===== config.mk =====
export PLATFORM = sky130hd
export DESIGN_NAME = modular_arithmetic_unit
export DESIGN_NICKNAME = d
export VERILOG_FILES = /design/src/sv/mau_pkg.sv /design/src/sv/modular_arithmetic_unit.sv /design/src/sv/mau_reduce.sv /design/src/sv/mau_cfg.sv
export SDC_FILE = /design/constraint.sdc
export NUM_CORES = 2
export LEC_CHECK = 0
export BUFFER_PORTS_ARGS = -buffer_cell sky130_fd_sc_hd__buf_2
export CAP_MARGIN = 15
export CORE_MARGIN = 1.5
export CORE_UTILIZATION = 45
export CTS_BUF_LIST = sky130_fd_sc_hd__clkbuf_8
export DETAILED_ROUTE_END_ITERATION = 10
export SYNTH_ARGS = -nofsm -noshare
export SYNTH_HDL_FRONTEND = slang
export SYNTH_SLANG_ARGS = --single-unit

===== constraint.sdc =====
create_clock -name clk -period 13 [get_ports clk]
set_input_delay 2.6 -clock clk [delete_from_list [all_inputs] [get_ports clk]]
set_output_delay 2.6 -clock clk [all_outputs]
set_load 0.02 [all_outputs]

===== src/sv/mau_pkg.sv =====
// mau_pkg: shared types and constants for the modular arithmetic unit
// no dependencies
package mau_pkg;

  localparam int unsigned RES_W = 16;
  localparam int unsigned PROD_W = 32;
  localparam logic [RES_W-1:0] MOD_MIN = 16'd2;
  localparam logic [RES_W-1:0] MOD_MAX = 16'd46340;
  localparam logic [RES_W-1:0] TOT_MIN = 16'd1;

  typedef enum logic [2:0] {
    FN_ADD = 3'd0,
    FN_SUB = 3'd1,
    FN_NEG = 3'd2,
    FN_MUL = 3'd3,
    FN_DIV = 3'd4,
    FN_RCP = 3'd5,
    FN_EXP = 3'd6,
    FN_RSV = 3'd7
  } func_t;

  typedef enum logic [1:0] {
    ST_OK       = 2'd0,
    ST_ZPZ      = 2'd1,
    ST_NOT_INV  = 2'd2,
    ST_MOST_NEG = 2'd3
  } status_t;

  typedef enum logic [0:0] {
    CFG_MODULUS = 1'b0,
    CFG_TOTIENT = 1'b1
  } cfg_idx_t;

  typedef enum logic [3:0] {
    S_IDLE,
    S_RED_A,
    S_RED_B,
    S_DISP,
    S_PW_STEP,
    S_PW_ACC,
    S_PW_SQ,
    S_INV_CHK,
    S_POST,
    S_FIN_MUL,
    S_DONE
  } state_t;

  // request to the shared reduction unit
  typedef struct packed {
    logic              go;
    logic [PROD_W-1:0] num;
  } red_req_t;

  typedef struct packed {
    logic             done;
    logic [RES_W-1:0] rem;
  } red_rsp_t;

endpackage


===== src/sv/modular_arithmetic_unit.sv =====
// modular_arithmetic_unit: top level, sequencer around one shared multiplier
// and the iterative remainder unit; depends on mau_pkg, mau_cfg, mau_reduce
//
//  channel  ports                                   handshake
//  input    in_func in_first_operand in_second_...  start & !busy
//  result   out_value out_status                    out_strobe, one cycle
//  config   cfg_we cfg_index cfg_data               cfg_we, no wait
//
// every modular reduction runs through one bit-serial remainder unit and holds
// the sequencer for launch, 32 quotient bits and done; an item takes two
// entry reductions plus one per multiply.
// exponentiation costs up to 2 * EXP_WIDTH reductions, a negative exponent
// or divide/reciprocal adds up to 2 * 16 + 1 more for the inverse.
// reset is synchronous; busy stays high from start until the strobe.
// the receiver cannot stall: the result word is shown for one cycle.
module modular_arithmetic_unit #(
  parameter int unsigned EXP_WIDTH = 32
) (
  input  logic                        clk,
  input  logic                        rst_n,
  input  logic                        start,
  output logic                        busy,
  input  logic [2:0]                  in_func,
  input  logic [mau_pkg::RES_W-1:0]   in_first_operand,
  input  logic [mau_pkg::RES_W-1:0]   in_second_operand,
  input  logic signed [EXP_WIDTH-1:0] in_exponent,
  output logic                        out_strobe,
  output logic [mau_pkg::RES_W-1:0]   out_value,
  output logic [1:0]                  out_status,
  input  logic                        cfg_we,
  input  logic                        cfg_index,
  input  logic [mau_pkg::RES_W-1:0]   cfg_data
);

  localparam int unsigned RW = mau_pkg::RES_W;
  localparam int unsigned PW = mau_pkg::PROD_W;
  // power-run counter must hold both the exponent and totient - 1
  localparam int unsigned MAG_W = (EXP_WIDTH > RW) ? EXP_WIDTH : RW;
  localparam logic [EXP_WIDTH-1:0] TOP = {1'b1, {(EXP_WIDTH-1){1'b0}}};

  logic [RW-1:0] modulus, totient;
  mau_pkg::red_req_t req;
  mau_pkg::red_rsp_t rsp;

  mau_cfg u_cfg (
    .clk(clk), .rst_n(rst_n), .cfg_we(cfg_we), .cfg_index(cfg_index),
    .cfg_data(cfg_data), .modulus(modulus), .totient(totient)
  );

  mau_reduce u_red (
    .clk(clk), .rst_n(rst_n), .modulus(modulus), .req(req), .rsp(rsp)
  );

  mau_pkg::state_t  st_r, st_nxt;
  mau_pkg::func_t   fn_r, fn_nxt;
  logic [RW-1:0]    a_r, a_nxt, b_r, b_nxt;
  logic [RW-1:0]    acc_r, acc_nxt, sq_r, sq_nxt;
  logic [MAG_W-1:0] mag_r, mag_nxt;
  logic [EXP_WIDTH-1:0] exp_r, exp_nxt;
  logic [EXP_WIDTH-1:0] neg_exp;
  logic             inv_r, inv_nxt;   // power run is an inverse
  logic             wait_r, wait_nxt; // reduction launched
  logic [1:0]       stat_r, stat_nxt;
  logic [RW-1:0]    val_r, val_nxt;
  logic             stb_r, stb_nxt;
  logic [RW-1:0]    one_mod;
  logic [RW:0]      addsum;
  logic [RW-1:0]    inv_src;

  // single shared multiplier, operands picked by state
  logic [RW-1:0] mul_x, mul_y;
  logic [PW-1:0] prod;
  assign prod = mul_x * mul_y;

  assign one_mod = (modulus == 16'd1) ? '0 : 16'd1;
  assign inv_src = (fn_r == mau_pkg::FN_DIV) ? b_r : a_r;
  // exponent magnitude at its own width
  assign neg_exp = -exp_r;

  // multiplier operands picked by state, acc times sq by default
  always_comb begin
    mul_x = acc_r;
    mul_y = sq_r;
    case (st_r)
      mau_pkg::S_PW_SQ:   begin mul_x = sq_r;    mul_y = sq_r;  end
      mau_pkg::S_INV_CHK: begin mul_x = inv_src; mul_y = acc_r; end
      mau_pkg::S_FIN_MUL: begin
        mul_x = a_r;
        mul_y = (fn_r == mau_pkg::FN_MUL) ? b_r : acc_r;
      end
      default: ;
    endcase
  end

  always_comb begin
    st_nxt = st_r;
    case (st_r)
      mau_pkg::S_IDLE:    if (start) st_nxt = mau_pkg::S_RED_A;
      mau_pkg::S_RED_A:   if (wait_r && rsp.done) st_nxt = mau_pkg::S_RED_B;
      mau_pkg::S_RED_B:   if (wait_r && rsp.done) st_nxt = mau_pkg::S_DISP;
      mau_pkg::S_DISP: begin
        st_nxt = mau_pkg::S_DONE;
        case (fn_r)
          mau_pkg::FN_MUL: st_nxt = mau_pkg::S_FIN_MUL;
          mau_pkg::FN_DIV: if (b_r != '0 && modulus != 16'd2) st_nxt = mau_pkg::S_PW_STEP;
                           else if (b_r != '0) st_nxt = mau_pkg::S_FIN_MUL;
          mau_pkg::FN_RCP: if (a_r != '0 && modulus != 16'd2) st_nxt = mau_pkg::S_PW_STEP;
          mau_pkg::FN_EXP: begin
            if (exp_r == '0) st_nxt = mau_pkg::S_DONE;
            else if (exp_r[EXP_WIDTH-1]) begin
              if (a_r != '0 && exp_r != TOP && modulus != 16'd2)
                st_nxt = mau_pkg::S_PW_STEP;
              else if (a_r != '0 && exp_r != TOP) st_nxt = mau_pkg::S_PW_STEP;
            end else st_nxt = mau_pkg::S_PW_STEP;
          end
          default: ;
        endcase
      end
      mau_pkg::S_PW_STEP: begin
        if (mag_r == '0) st_nxt = inv_r ? mau_pkg::S_INV_CHK : mau_pkg::S_DONE;
        else if (mag_r[0]) st_nxt = mau_pkg::S_PW_ACC;
        else st_nxt = mau_pkg::S_PW_SQ;
      end
      mau_pkg::S_PW_ACC:  if (wait_r && rsp.done) st_nxt = mau_pkg::S_PW_SQ;
      mau_pkg::S_PW_SQ:   if (wait_r && rsp.done) st_nxt = mau_pkg::S_PW_STEP;
      mau_pkg::S_INV_CHK: if (wait_r && rsp.done) st_nxt = mau_pkg::S_POST;
      mau_pkg::S_POST: begin
        st_nxt = mau_pkg::S_DONE;
        if (stat_r == mau_pkg::ST_OK) begin
          if (fn_r == mau_pkg::FN_DIV) st_nxt = mau_pkg::S_FIN_MUL;
          else if (fn_r == mau_pkg::FN_EXP) st_nxt = mau_pkg::S_PW_STEP;
        end
      end
      mau_pkg::S_FIN_MUL: if (wait_r && rsp.done) st_nxt = mau_pkg::S_DONE;
      mau_pkg::S_DONE:    st_nxt = mau_pkg::S_IDLE;
      default:            st_nxt = mau_pkg::S_IDLE;
    endcase
  end

  always_comb begin
    fn_nxt   = fn_r;
    a_nxt    = a_r;
    b_nxt    = b_r;
    acc_nxt  = acc_r;
    sq_nxt   = sq_r;
    mag_nxt  = mag_r;
    exp_nxt  = exp_r;
    inv_nxt  = inv_r;
    wait_nxt = wait_r;
    stat_nxt = stat_r;
    val_nxt  = val_r;
    stb_nxt  = 1'b0;
    req.go   = 1'b0;
    req.num  = prod;
    addsum   = '0;
    case (st_r)
      mau_pkg::S_IDLE: begin
        if (start) begin
          fn_nxt   = mau_pkg::func_t'(in_func);
          a_nxt    = in_first_operand;
          b_nxt    = in_second_operand;
          exp_nxt  = in_exponent;
          stat_nxt = mau_pkg::ST_OK;
          val_nxt  = '0;
          inv_nxt  = 1'b0;
          wait_nxt = 1'b0;
        end
      end
      mau_pkg::S_RED_A, mau_pkg::S_RED_B: begin
        req.num = {16'd0, (st_r == mau_pkg::S_RED_A) ? a_r : b_r};
        if (!wait_r) begin
          req.go = 1'b1; wait_nxt = 1'b1;
        end else if (rsp.done) begin
          wait_nxt = 1'b0;
          if (st_r == mau_pkg::S_RED_A) a_nxt = rsp.rem;
          else b_nxt = rsp.rem;
        end
      end
      mau_pkg::S_DISP: begin
        acc_nxt = one_mod;
        case (fn_r)
          mau_pkg::FN_ADD: begin
            addsum = {1'b0, a_r} + {1'b0, b_r};
            val_nxt = (addsum >= {1'b0, modulus}) ? RW'(addsum - {1'b0, modulus})
                                                  : addsum[RW-1:0];
          end
          mau_pkg::FN_SUB: val_nxt = (a_r >= b_r) ? a_r - b_r : RW'(modulus + a_r - b_r);
          mau_pkg::FN_NEG: val_nxt = (a_r == '0) ? '0 : modulus - a_r;
          mau_pkg::FN_DIV, mau_pkg::FN_RCP: begin
            if (inv_src == '0) stat_nxt = mau_pkg::ST_NOT_INV;
            else if (modulus == 16'd2) begin
              acc_nxt = inv_src; val_nxt = inv_src;
            end else begin
              sq_nxt = inv_src; inv_nxt = 1'b1;
              mag_nxt = MAG_W'(totient - 1'b1);
            end
          end
          mau_pkg::FN_EXP: begin
            if (exp_r == '0) begin
              if (a_r == '0) stat_nxt = mau_pkg::ST_ZPZ;
              else val_nxt = one_mod;
            end else if (exp_r[EXP_WIDTH-1]) begin
              if (a_r == '0) stat_nxt = mau_pkg::ST_NOT_INV;
              else if (exp_r == TOP) stat_nxt = mau_pkg::ST_MOST_NEG;
              else if (modulus == 16'd2) begin
                // inverse of 1 is 1, go straight to the power run
                sq_nxt = a_r; mag_nxt = MAG_W'(neg_exp);
              end else begin
                sq_nxt = a_r; inv_nxt = 1'b1;
                mag_nxt = MAG_W'(totient - 1'b1);
              end
            end else begin
              sq_nxt = a_r; mag_nxt = MAG_W'(exp_r);
            end
          end
          default: val_nxt = '0;
        endcase
      end
      mau_pkg::S_PW_STEP: if (mag_r == '0 && !inv_r) val_nxt = acc_r;
      mau_pkg::S_PW_ACC, mau_pkg::S_PW_SQ,
      mau_pkg::S_INV_CHK, mau_pkg::S_FIN_MUL: begin
        if (!wait_r) begin
          req.go = 1'b1; wait_nxt = 1'b1;
        end else if (rsp.done) begin
          wait_nxt = 1'b0;
          case (st_r)
            mau_pkg::S_PW_ACC: acc_nxt = rsp.rem;
            mau_pkg::S_PW_SQ: begin
              sq_nxt = rsp.rem; mag_nxt = mag_r >> 1;
            end
            mau_pkg::S_INV_CHK: begin
              inv_nxt = 1'b0;
              if (rsp.rem != 16'd1) stat_nxt = mau_pkg::ST_NOT_INV;
              else if (fn_r == mau_pkg::FN_RCP) val_nxt = acc_r;
            end
            default: val_nxt = rsp.rem;
          endcase
        end
      end
      mau_pkg::S_POST: begin
        // inverse in acc; set up the power run for a negative exponent
        if (fn_r == mau_pkg::FN_EXP) begin
          sq_nxt = acc_r; acc_nxt = one_mod; mag_nxt = MAG_W'(neg_exp);
        end
      end
      mau_pkg::S_DONE: begin
        stb_nxt = 1'b1;
        if (stat_r != mau_pkg::ST_OK) val_nxt = '0;
      end
      default: ;
    endcase
  end

  always_ff @(posedge clk) begin
    if (!rst_n) begin
      st_r   <= mau_pkg::S_IDLE;
      stb_r  <= 1'b0;
      wait_r <= 1'b0;
    end else begin
      st_r   <= st_nxt;
      stb_r  <= stb_nxt;
      wait_r <= wait_nxt;
    end
    fn_r   <= fn_nxt;
    a_r    <= a_nxt;
    b_r    <= b_nxt;
    acc_r  <= acc_nxt;
    sq_r   <= sq_nxt;
    mag_r  <= mag_nxt;
    exp_r  <= exp_nxt;
    inv_r  <= inv_nxt;
    stat_r <= stat_nxt;
    val_r  <= val_nxt;
  end

  assign busy       = (st_r != mau_pkg::S_IDLE);
  assign out_strobe = stb_r;
  assign out_value  = val_r;
  assign out_status = stat_r;

  // strobe only follows the done state
  a_stb_after_done: assert property (@(posedge clk) disable iff (!rst_n)
    out_strobe |-> $past(st_r) == mau_pkg::S_DONE) else $error("stray strobe");

  // an error word carries a zero value
  a_err_zero: assert property (@(posedge clk) disable iff (!rst_n)
    out_strobe && out_status != mau_pkg::ST_OK |-> out_value == '0) else $error("error value");

  // an ok word is a residue
  a_residue: assert property (@(posedge clk) disable iff (!rst_n)
    out_strobe && out_status == mau_pkg::ST_OK |-> out_value < modulus) else $error("not reduced");

  // a launch is never directly followed by another launch
  a_no_relaunch: assert property (@(posedge clk) disable iff (!rst_n)
    req.go |=> !req.go) else $error("double launch");

endmodule


===== src/sv/mau_reduce.sv =====
// mau_reduce: iterative restoring remainder, one quotient bit per cycle
// depends on mau_pkg
module mau_reduce (
  input  logic                      clk,
  input  logic                      rst_n,
  input  logic [mau_pkg::RES_W-1:0] modulus,
  input  mau_pkg::red_req_t         req,
  output mau_pkg::red_rsp_t         rsp
);

  localparam int unsigned CNT_W = $clog2(mau_pkg::PROD_W + 1);

  logic [mau_pkg::PROD_W-1:0] num_r, num_nxt;
  logic [mau_pkg::RES_W:0]    rem_r, rem_nxt;
  logic [CNT_W-1:0]           cnt_r, cnt_nxt;
  logic                       busy_r, busy_nxt;
  logic                       done_r, done_nxt;
  logic [mau_pkg::RES_W+1:0]  trial;
  logic [mau_pkg::RES_W+1:0]  diff;

  always_comb begin
    num_nxt  = num_r;
    rem_nxt  = rem_r;
    cnt_nxt  = cnt_r;
    busy_nxt = busy_r;
    done_nxt = 1'b0;
    trial    = {rem_r, num_r[mau_pkg::PROD_W-1]};
    diff     = trial - {2'b00, modulus};
    if (req.go) begin
      num_nxt  = req.num;
      rem_nxt  = '0;
      cnt_nxt  = CNT_W'(mau_pkg::PROD_W);
      busy_nxt = 1'b1;
    end else if (busy_r) begin
      num_nxt = {num_r[mau_pkg::PROD_W-2:0], 1'b0};
      // remainder stays below modulus so fits RES_W+1 bits
      if (!diff[mau_pkg::RES_W+1]) begin
        rem_nxt = diff[mau_pkg::RES_W:0];
      end else begin
        rem_nxt = trial[mau_pkg::RES_W:0];
      end
      cnt_nxt = cnt_r - 1'b1;
      if (cnt_r == CNT_W'(1)) begin
        busy_nxt = 1'b0;
        done_nxt = 1'b1;
      end
    end
  end

  always_ff @(posedge clk) begin
    if (!rst_n) begin
      busy_r <= 1'b0;
      done_r <= 1'b0;
      cnt_r  <= '0;
    end else begin
      busy_r <= busy_nxt;
      done_r <= done_nxt;
      cnt_r  <= cnt_nxt;
    end
    num_r <= num_nxt;
    rem_r <= rem_nxt;
  end

  assign rsp.done = done_r;
  assign rsp.rem  = rem_r[mau_pkg::RES_W-1:0];

endmodule


===== src/sv/mau_cfg.sv =====
// mau_cfg: modulus and totient registers with saturating writes
// depends on mau_pkg
module mau_cfg (
  input  logic                      clk,
  input  logic                      rst_n,
  input  logic                      cfg_we,
  input  logic                      cfg_index,
  input  logic [mau_pkg::RES_W-1:0] cfg_data,
  output logic [mau_pkg::RES_W-1:0] modulus,
  output logic [mau_pkg::RES_W-1:0] totient
);

  logic [mau_pkg::RES_W-1:0] mod_r, mod_nxt;
  logic [mau_pkg::RES_W-1:0] tot_r, tot_nxt;
  logic [mau_pkg::RES_W-1:0] sat_hi;

  always_comb begin
    mod_nxt = mod_r;
    tot_nxt = tot_r;
    sat_hi  = (cfg_data > mau_pkg::MOD_MAX) ? mau_pkg::MOD_MAX : cfg_data;
    if (cfg_we) begin
      case (mau_pkg::cfg_idx_t'(cfg_index))
        mau_pkg::CFG_MODULUS: mod_nxt = (sat_hi < mau_pkg::MOD_MIN) ? mau_pkg::MOD_MIN : sat_hi;
        mau_pkg::CFG_TOTIENT: tot_nxt = (sat_hi < mau_pkg::TOT_MIN) ? mau_pkg::TOT_MIN : sat_hi;
        default: ;
      endcase
    end
  end

  always_ff @(posedge clk) begin
    if (!rst_n) begin
      mod_r <= mau_pkg::MOD_MIN;
      tot_r <= mau_pkg::TOT_MIN;
    end else begin
      mod_r <= mod_nxt;
      tot_r <= tot_nxt;
    end
  end

  assign modulus = mod_r;
  assign totient = tot_r;

endmodule

==> impl_metrics.env <==
export IMPL_viasPerCell=6.22
export IMPL_die_w_um=251
export IMPL_post_cts_resize_count=0
export IMPL_ys_warn_count=0
export IMPL_fin_ws_ns=2.91
export IMPL_min_period_ns=10.09
export IMPL_syn_area_per_cell_um2=8.35
export IMPL_min_from="u_red.cnt_r[0]"
export IMPL_grt_pass1_wl_mm=155
export IMPL_synth_seq_cells=245
export IMPL_path_class="reg -> reg"
export IMPL_die_h_um=251
export IMPL_first_iter_violations=3089
export IMPL_min_period_over_period_pct=77.6
export IMPL_slew_headroom_pct=15.1
export IMPL_worstSetupStartpoint="st_r[1]"
export IMPL_whs_ns=0.507
export IMPL_crit_path_max_incr_delay_ns=0.87
export IMPL_antenna_found_initial=1
export IMPL_drt_wl_total_mm=102
export IMPL_synth_edf_count=182
export IMPL_cts_root_buffer="clkbuf_8"
export IMPL_rsz0062_at_grt="no"
export IMPL_drtAntennaViolNets=0
export IMPL_required_ns=13.35
export IMPL_synth_area_um2=27700
export IMPL_cts_clk_slew_worst_paths_ns=0.06
export IMPL_end_kind="register"
export IMPL_fmax_ghz=0.0991
export IMPL_die_area_um2=63100
export IMPL_io_buffers=107
export IMPL_fin_tns_setup_ns=0
export IMPL_fillers=5866
export IMPL_avgRoutedWirePerCell_um=24.3
export IMPL_start_kind="register"
export IMPL_num_vias=26200
export IMPL_grt_pass1_vias=25500
export IMPL_cts_sinks=245
export IMPL_yosysSeqAreaShare_pct=24.3
export IMPL_postCtsSetupBuffers=0
export IMPL_status="finished clean"
export IMPL_cts_buffers=46
export IMPL_syn_num_nets=3823
export IMPL_hp_class="reg -> reg"
export IMPL_place_ws_ns=3.17
export IMPL_hold_viol=0
export IMPL_clockBufferDepth=3
export IMPL_finalSetupViolations=0
export IMPL_rows=90
export IMPL_start_util_pct=45.8
export IMPL_holdBufCountCts=0
export IMPL_crit_top_cell="fa_1"
export IMPL_coreArea_um2=60600
export IMPL_slowest_stage="dfxtp_1"
export IMPL_drive_above_1_share_pct=8.09
export IMPL_drtPass1Iterations=6
export IMPL_worst_pin_slew_ns=1.26
export IMPL_grt_use_total_pct=32.2
export IMPL_htreeDepth=2
export IMPL_synth_async_sr_flop_share_pct=0
export IMPL_place_gp_congestion=1.05
export IMPL_area_growth_pct=8.72
export IMPL_synthDistinctLibCells=88
export IMPL_r2r_start="st_r[1]"
export IMPL_clk_latency_ns=0.66
export IMPL_overflow=0
export IMPL_cts_tree="yes"
export IMPL_maxCapViolations=0
export IMPL_drc=0
export IMPL_worstPathMaxFanout=25
export IMPL_cp_arrival_ns=10.44
export IMPL_synth_cells=3318
export IMPL_grt_max_degree=59
export IMPL_final_nets=3893
export IMPL_pin_count=108
export IMPL_skew_ns=0.0407
export IMPL_synth_main_ff_cell="edfxtp_1"
export IMPL_finalMaxSlewViolations=0
export IMPL_hpwl_mm=79.8
==> sequential cells by signal, indices dropped and copies added (netlist names) <==
name	flops
u_cfg.totient	16
fn_r	3
exp_r	32
b_r	16
u_red.rem_r	17
u_red.cnt_r	6
a_r	16
mag_r	32
out_strobe	1
u_cfg.modulus	16
u_red.done_r	1
out_status	2
out_value	16
sq_r	16
u_red.busy_r	1
st_r	4
acc_r	16
u_red.num_r	32
wait_r	1
inv_r	1
==> cells in the final DEF (no fill, tap or decap), types with 22 or more instances in the layout <==
cell type / n
o22ai_1: 32
o21ai_0: 173
a211oi_1: 26
and2_1: 22
dfxtp_1: 63
a21oi_1: 175
xor2_1: 45
nor2b_1: 30
clkbuf_8: 51
fa_1: 214
nand2b_1: 32
edfxtp_1: 182
inv_1: 384
a22oi_1: 51
mux2i_1: 27
o21a_1: 33
or3_1: 26
nor2_1: 297
a21o_1: 24
nor4_1: 46
buf_2: 107
nor3_1: 66
o221ai_1: 23
nand4_1: 25
ha_1: 203
o211ai_1: 36
xnor2_1: 88
nand3_1: 57
nand2_1: 451
a31oi_1: 54
buf_4: 65
==> final timing paths <==
kind,slack [ns],cells after the start,end
hold reg to reg,0.51,2,u_red.cnt_r[0]
setup reg to reg,2.91,26,u_red.num_r[27]
setup / recovery,2.91,26,u_red.num_r[27]
hold / removal,0.51,2,u_red.cnt_r[0]
==> Yosys cell counts, types with 23 or more instances <==
cell / n / area, µm²
fa_1: 214 / 4280
nand3_1: 57 / 285
o22ai_1: 33 / 206
a21o_1: 24 / 180
clkbuf_1: 136 / 510
dfxtp_1: 63 / 1260
o21ai_0: 173 / 866
xor2_1: 45 / 394
nor2b_1: 30 / 188
nor4_1: 46 / 288
nor2_1: 300 / 1130
a21oi_1: 177 / 886
xnor2_1: 88 / 771
o21a_1: 33 / 248
a31oi_1: 54 / 338
nand2b_1: 32 / 200
edfxtp_1: 182 / 5470
mux2i_1: 27 / 270
inv_1: 370 / 1390
nand4_1: 25 / 156
ha_1: 203 / 2540
o211ai_1: 36 / 270
or3_1: 26 / 163
o221ai_1: 23 / 201
nor3_1: 68 / 340
nand2_1: 451 / 1690
a22oi_1: 51 / 383
a211oi_1: 26 / 195
==> layer usage <==
metal / global-route usage [%] / vias up / wire length [µm]
met5: 0 / - / 0
met4: 12.1 / 0 / 4330
met3: 5.72 / 236 / 9830
met2: 50.2 / 1335 / 45200
met1: 44.6 / 12800 / 43100
li1: - / 11800 / -
==> logic make-up after synthesis <==
kind of cell,share of synthesized area [%]
buffers and inverters,7.23
XOR/XNOR,4.20
flip-flops,24.3
adder cells (fa/ha/maj),24.7
AO/OA/AOI/OAI,19.8
multiplexers,1.10
AND/OR/NAND/NOR,18.7
==> critical path: cells and delay by family, from the launching register on <==
| kind | cells | cell delay, ns |
|---|---|---|
| AOI/OAI and AO/OA | 8 | 1.96 |
| xor gates and xnor gates | 1 | 0.17 |
| DFF | 1 | 0.87 |
| adders and majority gates | 7 | 3.37 |
| buffers and inverters | 5 | 1.10 |
| and+or+nand+nor | 5 | 2.32 |
==> layout make-up <==
type / count / area [µm²] / area share (%)
clock buffers: 51 / 702 / 2.33
diodes: 1 / 2.50 / 0.00830
well taps: 782 / 978 / 3.25
clock inverters: 34 / 251 / 0.835
flip-flops and latches: 245 / 6730 / 22.3
inverters: 372 / 1400 / 4.63
repair buffers: 174 / 1040 / 3.45
multi-input cells: 2549 / 19000 / 63.2
==> metrics by stage <==
stage	utilization [%]	cell area, µm²	instances
after floorplan	-	27700	3318
after detailed placement	48.1	29200	4120
after global routing	49.7	30100	4208
final	49.7	30100	4208
after global placement	48.1	29200	4120
after CTS	49.7	30100	4205
Power is not shown: default switching activity piles up to over one toggle a cycle in this logic, so the estimate is an artifact.
